File: src/hdl/i2cms_pkg.sv
// Shared types and constants for the I2C master bit sequencer.
// Used by i2c_master_bit_sequencer and its port checker; no dependencies.
package i2cms_pkg;

    // Word widths on the streams and the configuration port
    localparam int unsigned IN_W   = 16;
    localparam int unsigned OUT_W  = 16;
    localparam int unsigned CFG_W  = 16;
    localparam int unsigned DLY_W  = 18;

    // Input word bit positions
    localparam int unsigned IN_OP_LSB  = 0;
    localparam int unsigned IN_TX_LSB  = 3;
    localparam int unsigned IN_ACK_BIT = 11;
    localparam int unsigned IN_SDA_BIT = 12;

    // Result word bit positions
    localparam int unsigned OUT_SCL_BIT  = 0;
    localparam int unsigned OUT_SDA_BIT  = 1;
    localparam int unsigned OUT_OE_BIT   = 2;
    localparam int unsigned OUT_BUSY_BIT = 3;
    localparam int unsigned OUT_DONE_BIT = 4;
    localparam int unsigned OUT_RX_LSB   = 5;
    localparam int unsigned OUT_FAIL_BIT = 13;

    localparam logic [15:0] TICKS_PER_US_RST = 16'd100;
    localparam logic [7:0]  ACK_TIMEOUT_RST  = 8'd250;
    localparam logic [3:0]  BITS_PER_BYTE    = 4'd8;

    typedef enum logic [0:0] {
        REG_TICKS_PER_US = 1'b0,
        REG_ACK_TIMEOUT  = 1'b1
    } cfg_reg_t;

    typedef enum logic [2:0] {
        OP_NONE     = 3'd0,
        OP_START    = 3'd1,
        OP_STOP     = 3'd2,
        OP_WRITE    = 3'd3,
        OP_READ     = 3'd4,
        OP_WAIT_ACK = 3'd5
    } op_t;

    typedef enum logic [14:0] {
        PH_IDLE      = 15'h0001,
        PH_START_LOW = 15'h0002,
        PH_START_END = 15'h0004,
        PH_STOP_HIGH = 15'h0008,
        PH_STOP_END  = 15'h0010,
        PH_WR_HIGH   = 15'h0020,
        PH_WR_LOW    = 15'h0040,
        PH_WR_NEXT   = 15'h0080,
        PH_RD_HIGH   = 15'h0100,
        PH_RD_LOW    = 15'h0200,
        PH_ACK_LOW   = 15'h0400,
        PH_ACK_HIGH  = 15'h0800,
        PH_ACK_END   = 15'h1000,
        PH_WA_HIGH   = 15'h2000,
        PH_WA_POLL   = 15'h4000
    } phase_t;

endpackage

File: src/hdl/i2c_master_bit_sequencer.sv
// I2C master line sequencer: one input word per bus tick, one result word per tick.
// Depends on i2cms_pkg for word layout, command codes and phase encoding.
//
// Usage:
//   Slave stream (s_*): one word per clock tick of bus timing, carrying an
//   optional command (start, stop, write byte, read byte, wait acknowledge),
//   the byte to send, the ack choice for reads and the sampled SDA level.
//   Master stream (m_*): exactly one result word per accepted input word,
//   carrying SCL, SDA drive level and enable, busy, done, last received byte
//   and the acknowledge-failure flag, all as they stand after that tick.
//   Configuration (cfg_*): write ticks_per_us or ack_timeout while idle;
//   a write takes effect at the clock edge where cfg_we is high.
// Timing:
//   Results are registered: the result of a word accepted in one cycle is on
//   m_* in the next cycle. Throughput is one word per cycle when no stall holds
//   it; the state update and result are a single registered pass (a small adder,
//   a compare and the phase decode) between the input handshake and the result register.
//   Bus delays are n * ticks_per_us input words per phase, n being 1, 2 or 4.
// Reset: lines released high and driven, sequencer idle, registers back to
//   100 ticks per microsecond and a timeout of 250 polls; no result pending.
// Stall: the result register holds while m_tready is low, and s_tready drops
//   only when that register is full and not being emptied this cycle.
module i2c_master_bit_sequencer
(
    input  logic                          clk,
    input  logic                          rst_n,
    // s_tdata: operation[2:0], tx_byte[10:3], ack_after_read[11], sda_in[12], zero[15:13]
    input  logic                          s_tvalid,
    output logic                          s_tready,
    input  logic [i2cms_pkg::IN_W-1:0]    s_tdata,
    // m_tdata: scl[0], sda_out[1], sda_oe[2], busy_res[3], done_res[4],
    //          rx_byte[12:5], ack_fail[13], zero[15:14]
    output logic                          m_tvalid,
    input  logic                          m_tready,
    output logic [i2cms_pkg::OUT_W-1:0]   m_tdata,
    input  logic                          cfg_we,
    input  logic [0:0]                    cfg_index,
    input  logic [i2cms_pkg::CFG_W-1:0]   cfg_data
);

    // Configuration registers
    logic [15:0] ticks_per_us_reg;
    logic [7:0]  ack_timeout_reg;

    // Sequencer state
    i2cms_pkg::phase_t              phase_reg, phase_next;
    logic [3:0]                     bit_count_reg, bit_count_next;
    logic [7:0]                     shift_reg, shift_next;
    logic [i2cms_pkg::DLY_W-1:0]    delay_reg, delay_next;
    logic [7:0]                     poll_count_reg, poll_count_next;
    logic                           ack_choice_reg, ack_choice_next;
    logic                           fail_reg, fail_next;
    logic [7:0]                     rx_reg, rx_next;
    logic                           scl_reg, scl_next;
    logic                           sda_reg, sda_next;
    logic                           oe_reg, oe_next;
    logic                           done_next;

    // Result register
    logic                           m_tvalid_reg;
    logic [i2cms_pkg::OUT_W-1:0]    m_tdata_reg;

    logic                           accept;
    i2cms_pkg::op_t                 in_op;
    logic [7:0]                     in_tx;
    logic                           in_ack;
    logic                           in_sda;

    logic [15:0]                    tick_eff;
    logic [i2cms_pkg::DLY_W-1:0]    dly_1us, dly_2us, dly_4us;
    logic [3:0]                     bit_inc;
    logic [7:0]                     rd_shift;

    assign s_tready = !m_tvalid_reg || m_tready;
    assign accept   = s_tvalid && s_tready;
    assign m_tvalid = m_tvalid_reg;
    assign m_tdata  = m_tdata_reg;

    assign in_op  = i2cms_pkg::op_t'(s_tdata[i2cms_pkg::IN_OP_LSB +: 3]);
    assign in_tx  = s_tdata[i2cms_pkg::IN_TX_LSB +: 8];
    assign in_ack = s_tdata[i2cms_pkg::IN_ACK_BIT];
    assign in_sda = s_tdata[i2cms_pkg::IN_SDA_BIT];

    // Phase lengths minus one; a zero tick rate counts as one
    assign tick_eff = (ticks_per_us_reg == 16'd0) ? 16'd1 : ticks_per_us_reg;
    assign dly_1us  = {2'b00, tick_eff} - i2cms_pkg::DLY_W'(1);
    assign dly_2us  = {1'b0, tick_eff, 1'b0} - i2cms_pkg::DLY_W'(1);
    assign dly_4us  = {tick_eff, 2'b00} - i2cms_pkg::DLY_W'(1);

    assign bit_inc  = bit_count_reg + 4'd1;
    assign rd_shift = {shift_reg[6:0], in_sda};

    always_comb
    begin
        phase_next      = phase_reg;
        bit_count_next  = bit_count_reg;
        shift_next      = shift_reg;
        delay_next      = delay_reg;
        poll_count_next = poll_count_reg;
        ack_choice_next = ack_choice_reg;
        fail_next       = fail_reg;
        rx_next         = rx_reg;
        scl_next        = scl_reg;
        sda_next        = sda_reg;
        oe_next         = oe_reg;
        done_next       = 1'b0;

        if (phase_reg == i2cms_pkg::PH_IDLE)
        begin
            case (in_op)
                i2cms_pkg::OP_START:
                begin
                    oe_next    = 1'b1;
                    sda_next   = 1'b1;
                    scl_next   = 1'b1;
                    delay_next = dly_4us;
                    phase_next = i2cms_pkg::PH_START_LOW;
                end
                i2cms_pkg::OP_STOP:
                begin
                    oe_next    = 1'b1;
                    scl_next   = 1'b0;
                    sda_next   = 1'b0;
                    delay_next = dly_4us;
                    phase_next = i2cms_pkg::PH_STOP_HIGH;
                end
                i2cms_pkg::OP_WRITE:
                begin
                    oe_next        = 1'b1;
                    scl_next       = 1'b0;
                    bit_count_next = 4'd0;
                    sda_next       = in_tx[7];
                    shift_next     = {in_tx[6:0], 1'b0};
                    delay_next     = dly_2us;
                    phase_next     = i2cms_pkg::PH_WR_HIGH;
                end
                i2cms_pkg::OP_READ:
                begin
                    oe_next         = 1'b0;
                    scl_next        = 1'b0;
                    bit_count_next  = 4'd0;
                    shift_next      = 8'd0;
                    ack_choice_next = in_ack;
                    delay_next      = dly_2us;
                    phase_next      = i2cms_pkg::PH_RD_HIGH;
                end
                i2cms_pkg::OP_WAIT_ACK:
                begin
                    oe_next         = 1'b0;
                    sda_next        = 1'b1;
                    fail_next       = 1'b0;
                    poll_count_next = 8'd0;
                    delay_next      = dly_1us;
                    phase_next      = i2cms_pkg::PH_WA_HIGH;
                end
                default:
                begin
                    phase_next = i2cms_pkg::PH_IDLE;
                end
            endcase
        end
        else if (delay_reg != '0)
        begin
            delay_next = delay_reg - i2cms_pkg::DLY_W'(1);
        end
        else
        begin
            case (phase_reg)
                i2cms_pkg::PH_START_LOW:
                begin
                    sda_next   = 1'b0;
                    delay_next = dly_4us;
                    phase_next = i2cms_pkg::PH_START_END;
                end
                i2cms_pkg::PH_START_END:
                begin
                    scl_next   = 1'b0;
                    phase_next = i2cms_pkg::PH_IDLE;
                    done_next  = 1'b1;
                end
                i2cms_pkg::PH_STOP_HIGH:
                begin
                    scl_next   = 1'b1;
                    sda_next   = 1'b1;
                    delay_next = dly_4us;
                    phase_next = i2cms_pkg::PH_STOP_END;
                end
                i2cms_pkg::PH_STOP_END:
                begin
                    phase_next = i2cms_pkg::PH_IDLE;
                    done_next  = 1'b1;
                end
                i2cms_pkg::PH_WR_HIGH:
                begin
                    scl_next   = 1'b1;
                    delay_next = dly_2us;
                    phase_next = i2cms_pkg::PH_WR_LOW;
                end
                i2cms_pkg::PH_WR_LOW:
                begin
                    scl_next   = 1'b0;
                    delay_next = dly_2us;
                    phase_next = i2cms_pkg::PH_WR_NEXT;
                end
                i2cms_pkg::PH_WR_NEXT:
                begin
                    bit_count_next = bit_inc;
                    if (bit_inc >= i2cms_pkg::BITS_PER_BYTE)
                    begin
                        phase_next = i2cms_pkg::PH_IDLE;
                        done_next  = 1'b1;
                    end
                    else
                    begin
                        // shift out the next bit, MSB first
                        sda_next   = shift_reg[7];
                        shift_next = {shift_reg[6:0], 1'b0};
                        delay_next = dly_2us;
                        phase_next = i2cms_pkg::PH_WR_HIGH;
                    end
                end
                i2cms_pkg::PH_RD_HIGH:
                begin
                    scl_next       = 1'b1;
                    shift_next     = rd_shift;
                    bit_count_next = bit_inc;
                    delay_next     = dly_1us;
                    if (bit_inc >= i2cms_pkg::BITS_PER_BYTE)
                    begin
                        rx_next    = rd_shift;
                        phase_next = i2cms_pkg::PH_ACK_LOW;
                    end
                    else
                    begin
                        phase_next = i2cms_pkg::PH_RD_LOW;
                    end
                end
                i2cms_pkg::PH_RD_LOW:
                begin
                    scl_next   = 1'b0;
                    delay_next = dly_2us;
                    phase_next = i2cms_pkg::PH_RD_HIGH;
                end
                i2cms_pkg::PH_ACK_LOW:
                begin
                    scl_next   = 1'b0;
                    oe_next    = 1'b1;
                    sda_next   = !ack_choice_reg;
                    delay_next = dly_2us;
                    phase_next = i2cms_pkg::PH_ACK_HIGH;
                end
                i2cms_pkg::PH_ACK_HIGH:
                begin
                    scl_next   = 1'b1;
                    delay_next = dly_2us;
                    phase_next = i2cms_pkg::PH_ACK_END;
                end
                i2cms_pkg::PH_ACK_END:
                begin
                    scl_next   = 1'b0;
                    phase_next = i2cms_pkg::PH_IDLE;
                    done_next  = 1'b1;
                end
                i2cms_pkg::PH_WA_HIGH:
                begin
                    scl_next   = 1'b1;
                    delay_next = dly_1us;
                    phase_next = i2cms_pkg::PH_WA_POLL;
                end
                i2cms_pkg::PH_WA_POLL:
                begin
                    if (!in_sda)
                    begin
                        scl_next   = 1'b0;
                        phase_next = i2cms_pkg::PH_IDLE;
                        done_next  = 1'b1;
                    end
                    else if (poll_count_reg >= ack_timeout_reg)
                    begin
                        // timed out: flag it and run a full stop
                        fail_next  = 1'b1;
                        oe_next    = 1'b1;
                        scl_next   = 1'b0;
                        sda_next   = 1'b0;
                        delay_next = dly_4us;
                        phase_next = i2cms_pkg::PH_STOP_HIGH;
                    end
                    else
                    begin
                        poll_count_next = poll_count_reg + 8'd1;
                    end
                end
                default:
                begin
                    phase_next = i2cms_pkg::PH_IDLE;
                end
            endcase
        end
    end

    // Configuration writes
    always_ff @(posedge clk or negedge rst_n)
    begin
        if (!rst_n)
        begin
            ticks_per_us_reg <= i2cms_pkg::TICKS_PER_US_RST;
            ack_timeout_reg  <= i2cms_pkg::ACK_TIMEOUT_RST;
        end
        else if (cfg_we)
        begin
            case (i2cms_pkg::cfg_reg_t'(cfg_index))
                i2cms_pkg::REG_TICKS_PER_US: ticks_per_us_reg <= cfg_data[15:0];
                i2cms_pkg::REG_ACK_TIMEOUT:  ack_timeout_reg  <= cfg_data[7:0];
                default:                     ticks_per_us_reg <= ticks_per_us_reg;
            endcase
        end
    end

    // Advance the sequencer once per accepted word
    always_ff @(posedge clk or negedge rst_n)
    begin
        if (!rst_n)
        begin
            phase_reg      <= i2cms_pkg::PH_IDLE;
            bit_count_reg  <= 4'd0;
            shift_reg      <= 8'd0;
            delay_reg      <= '0;
            poll_count_reg <= 8'd0;
            ack_choice_reg <= 1'b0;
            fail_reg       <= 1'b0;
            rx_reg         <= 8'd0;
            scl_reg        <= 1'b1;
            sda_reg        <= 1'b1;
            oe_reg         <= 1'b1;
        end
        else if (accept)
        begin
            phase_reg      <= phase_next;
            bit_count_reg  <= bit_count_next;
            shift_reg      <= shift_next;
            delay_reg      <= delay_next;
            poll_count_reg <= poll_count_next;
            ack_choice_reg <= ack_choice_next;
            fail_reg       <= fail_next;
            rx_reg         <= rx_next;
            scl_reg        <= scl_next;
            sda_reg        <= sda_next;
            oe_reg         <= oe_next;
        end
    end

    // Result register: fill on accept, drop when taken, hold while stalled
    always_ff @(posedge clk or negedge rst_n)
    begin
        if (!rst_n)
        begin
            m_tvalid_reg <= 1'b0;
        end
        else if (accept)
        begin
            m_tvalid_reg <= 1'b1;
        end
        else if (m_tready)
        begin
            m_tvalid_reg <= 1'b0;
        end
    end

    always_ff @(posedge clk)
    begin
        if (accept)
        begin
            m_tdata_reg <= {2'b00, fail_next, rx_next, done_next,
                            (phase_next != i2cms_pkg::PH_IDLE), oe_next, sda_next, scl_next};
        end
    end

endmodule

File: config.mk
export PLATFORM = sky130hd
export DESIGN_NAME = i2c_master_bit_sequencer
export DESIGN_NICKNAME = d
export VERILOG_FILES = /design/src/hdl/i2cms_pkg.sv /design/src/hdl/i2c_master_bit_sequencer.sv
export SDC_FILE = /design/constraint.sdc
export NUM_CORES = 1
export LEC_CHECK = 0
export CORE_AREA = 4 4 159 161
export CTS_CLUSTER_SIZE = 40
export DETAILED_ROUTE_END_ITERATION = 8
export DIE_AREA = 0 0 163 165
export DONT_BUFFER_PORTS = 1
export GPL_ROUTABILITY_DRIVEN = 0
export PLACE_DENSITY = 0.56
export SLEW_MARGIN = 20
export SYNTH_ARGS = -nofsm -noshare
export SYNTH_HDL_FRONTEND = slang
export SYNTH_SLANG_ARGS = --single-unit
File: constraint.sdc
create_clock -name clk -period 2.9 [get_ports clk]
set_input_delay 0.435 -clock clk [delete_from_list [all_inputs] [get_ports clk]]
set_output_delay 0.435 -clock clk [all_outputs]
set_load 0.02 [all_outputs]
==> metrics <==
Synth Cell Area=0.00711 mm2; r2r setup slk=0.03 ns; DR vias=6690; antenna violations before repair=0; core box area=0.0240 mm2; VDD IR max=0.248 mV; Die ar.=0.0269 mm2; CTS tree=yes; met3 WL=1.58 mm; total power draw=roughly 4.7 mW; Die Width=roughly 160 um; Worst-Margin Slew=0.797 ns; # clock sinks=between 100 and 150; final setup margin=about 0.029 ns; post-route setup TNS=0 ns; Die H=between 150 and 200 um; Setup Crit Path Kind=flip-flop to flip-flop; RSZ-0062 raised after global routing=true; Pleak=around 3.5 nW; gr ovfl total=0; asr flop ratio synth=86.7%; met2 WL post-DR=10.6 mm; Final ANT Viol Nets=0; post-synthesis cell type count=80; diodes inserted=0; Worst Setup Start Kind=flip-flop; # rows=57; Port Buffer Count=0; initial core utilization=between 20% and 30%; Pre-antenna DRT Iters=5; CP Capture Type=flip-flop; Max Buffers Root-to-Sink=2; Power Density=543 mW/mm2; status=complete, no violations; WP data arrival=about 3.1 ns; DP HPWL=~16 mm; ys flop type=dfrtp_1; Iteration-0 DRC Markers=621; Inserted Clock Buffers=9; leading area contributor after synthesis=dfrtp_1; max layer used=met4; largest net degree at the start of global routing=92; share of the synthesized area in the top cell type=around 27%; Max Freq=348 MHz; Clock transition at path regs=roughly 0.070 ns; max reg flops=18; worst-path fanout max=6; Clock Latency Late Sink=between 0.3 and 0.4 ns; H-tree depth=3; synth top area cells=dfrtp_1 (27%), mux2_2 (7.0%), edfxtp_1 (5.9%); Hold WC Path Type=input port to asynchronous set/reset pin; vias per cell=about 5.5; hold_ws=0.000298 ns; WL met1=about 10 mm; first-pass GRT wire length=35.0 mm; pre-CTS setup slack=-0.0762 ns; Yosys warning count=0; syn avg cell area=between 8 and 9 um2; CTS root buf=clkbuf_16; Tcrit/Tclk final=99.0%; max_slew headroom=a little under half; Seq cells post-synth=105; DR WL/cell=18.7 um; layout cells sized above 1=between 20% and 30%; # DRC=0; Top-Level Pins=56; vias in the first global route=6263; Fillers=2487; Cells after Synth=808; Seq/Total Area, Yosys=38.2%; max-cap violations=0; Final Setup Violations=0; worst path required time=approximately 3.1 ns; GRT Resource Usage Total=16.4%; final core occ=35.9%; Hold Vio Cnt, Final=0; # nets final=between 900 and 1000; EDFF count, synth=14; WL final=22.6 mm; clock period minus worst slack=between 2 and 3 ns; Slew Viols, Final=0; Setup Skew=around 0.011 ns; area grow syn2layout=21.1%
[placed cells by master (no fill, tap or decap), drive strengths merged, types with 13 or more instances in the layout]
| master | count |
|---|---|
| nand4 | 15 |
| mux2 | 44 |
| and3 | 13 |
| o221ai | 16 |
| nand2 | 92 |
| or4 | 14 |
| o21ai | 75 |
| inv | 25 |
| dfrtp | 78 |
| a21oi | 48 |
| ha | 14 |
| nor3 | 23 |
| dfstp | 13 |
| nand3 | 15 |
| nor4 | 24 |
| nor2 | 66 |
| buf | 108 |
| edfxtp | 14 |
[metrics by stage]
step	area, um2	cells
final	8610	1208
after floorplan	7130	809
after detailed placement	8070	1185
after global placement	8070	1185
after CTS	8390	1202
after global routing	8610	1208
[path summary, 6_finish.rpt]
check,depth (start not counted),startpoint,end
worst min-delay path,1,rst_n,phase_reg[2]
worst min register to register,2,shift_reg[7],shift_reg[7]
max in group asynchronous,1,rst_n,ack_timeout_reg[6]
worst max-delay path,14,ticks_per_us_reg[9],delay_reg[16]
min in group clk,1,s_tvalid,m_tvalid
worst max register to register,14,ticks_per_us_reg[9],delay_reg[16]
[Yosys cell counts, types with 15 or more instances]
library cell,number
o221ai_1,16
dfrtp_1,78
o21ai_0,70
inv_1,22
nor4_1,21
nand4_1,15
nor2_1,65
mux2_2,44
clkbuf_1,34
nor3_1,22
a21oi_1,47
nand2_1,92
[cell families (layout without fill, tap and decap cells)]
group | after synthesis | count (layout) | synth area share, %
compound gates | 234 | 234 | 21.5
xor+xnor | 17 | 17 | 2.09
fa+ha+maj | 14 | 14 | 2.46
buf+inv | 71 | 146 | 4.49
flops | 105 | 105 | 38.2
mux | 51 | 51 | 7.95
other cells | 1 | 2 | 0.0527
simple gates | 315 | 315 | 23.3
[power breakdown]
part / total [mW] / switching (mW) / leakage [nW] / internal (mW)
registers: 1.91 / 0.205 / 1.27 / 1.71
logic: 1.57 / 0.864 / 2.08 / 0.708
clock network: 1.20 / 0.599 / 0.139 / 0.598
[area by class of cell]
class / instances / area [um2] / share of cell area, %
Inverter: 22 / 82.6 / 0.959
Clock inverter: 6 / 52.6 / 0.610
Timing Repair Buffer: 108 / 851 / 9.88
Multi-Input combinational cell: 633 / 4280 / 49.7
Clock buffer: 10 / 229 / 2.66
Sequential cell: 105 / 2710 / 31.5
Tap cell: 324 / 405 / 4.71
[routing by layer]
| metal | vias to the layer above | GRT usage, % |
|---|---|---|
| met4 | 0 | 4.88 |
| met2 | 255 | 26.8 |
| met5 | - | 0 |
| met3 | 42 | 2.80 |
| li1 | 3183 | - |
| met1 | 3210 | 22.4 |
[timing repair]
action                                  CTS  global route
resized for setup                         2            43
pin swaps                                 0            19
gates cloned                              0             0
buffers inserted                          0             6
hold endpoints to repair                 91             0
hold buffers                              1             0
endpoints found under the setup margin   13            23
[critical path, cell delays in order, from the launching register on]
cell and delay [ns]:
dfrtp_1 0.38, or4_4 0.56, nor3_4 0.19, a31o_2 0.19, inv_2 0.05, ha_4 0.15
nor3b_4 0.17, nand4_1 0.13, xor2_2 0.23, buf_4 0.16, buf_6 0.11, and2_4 0.13
o21ai_2 0.04, a22oi_1 0.16, o21ai_1 0.08
Power figures use the tool's default switching activity.
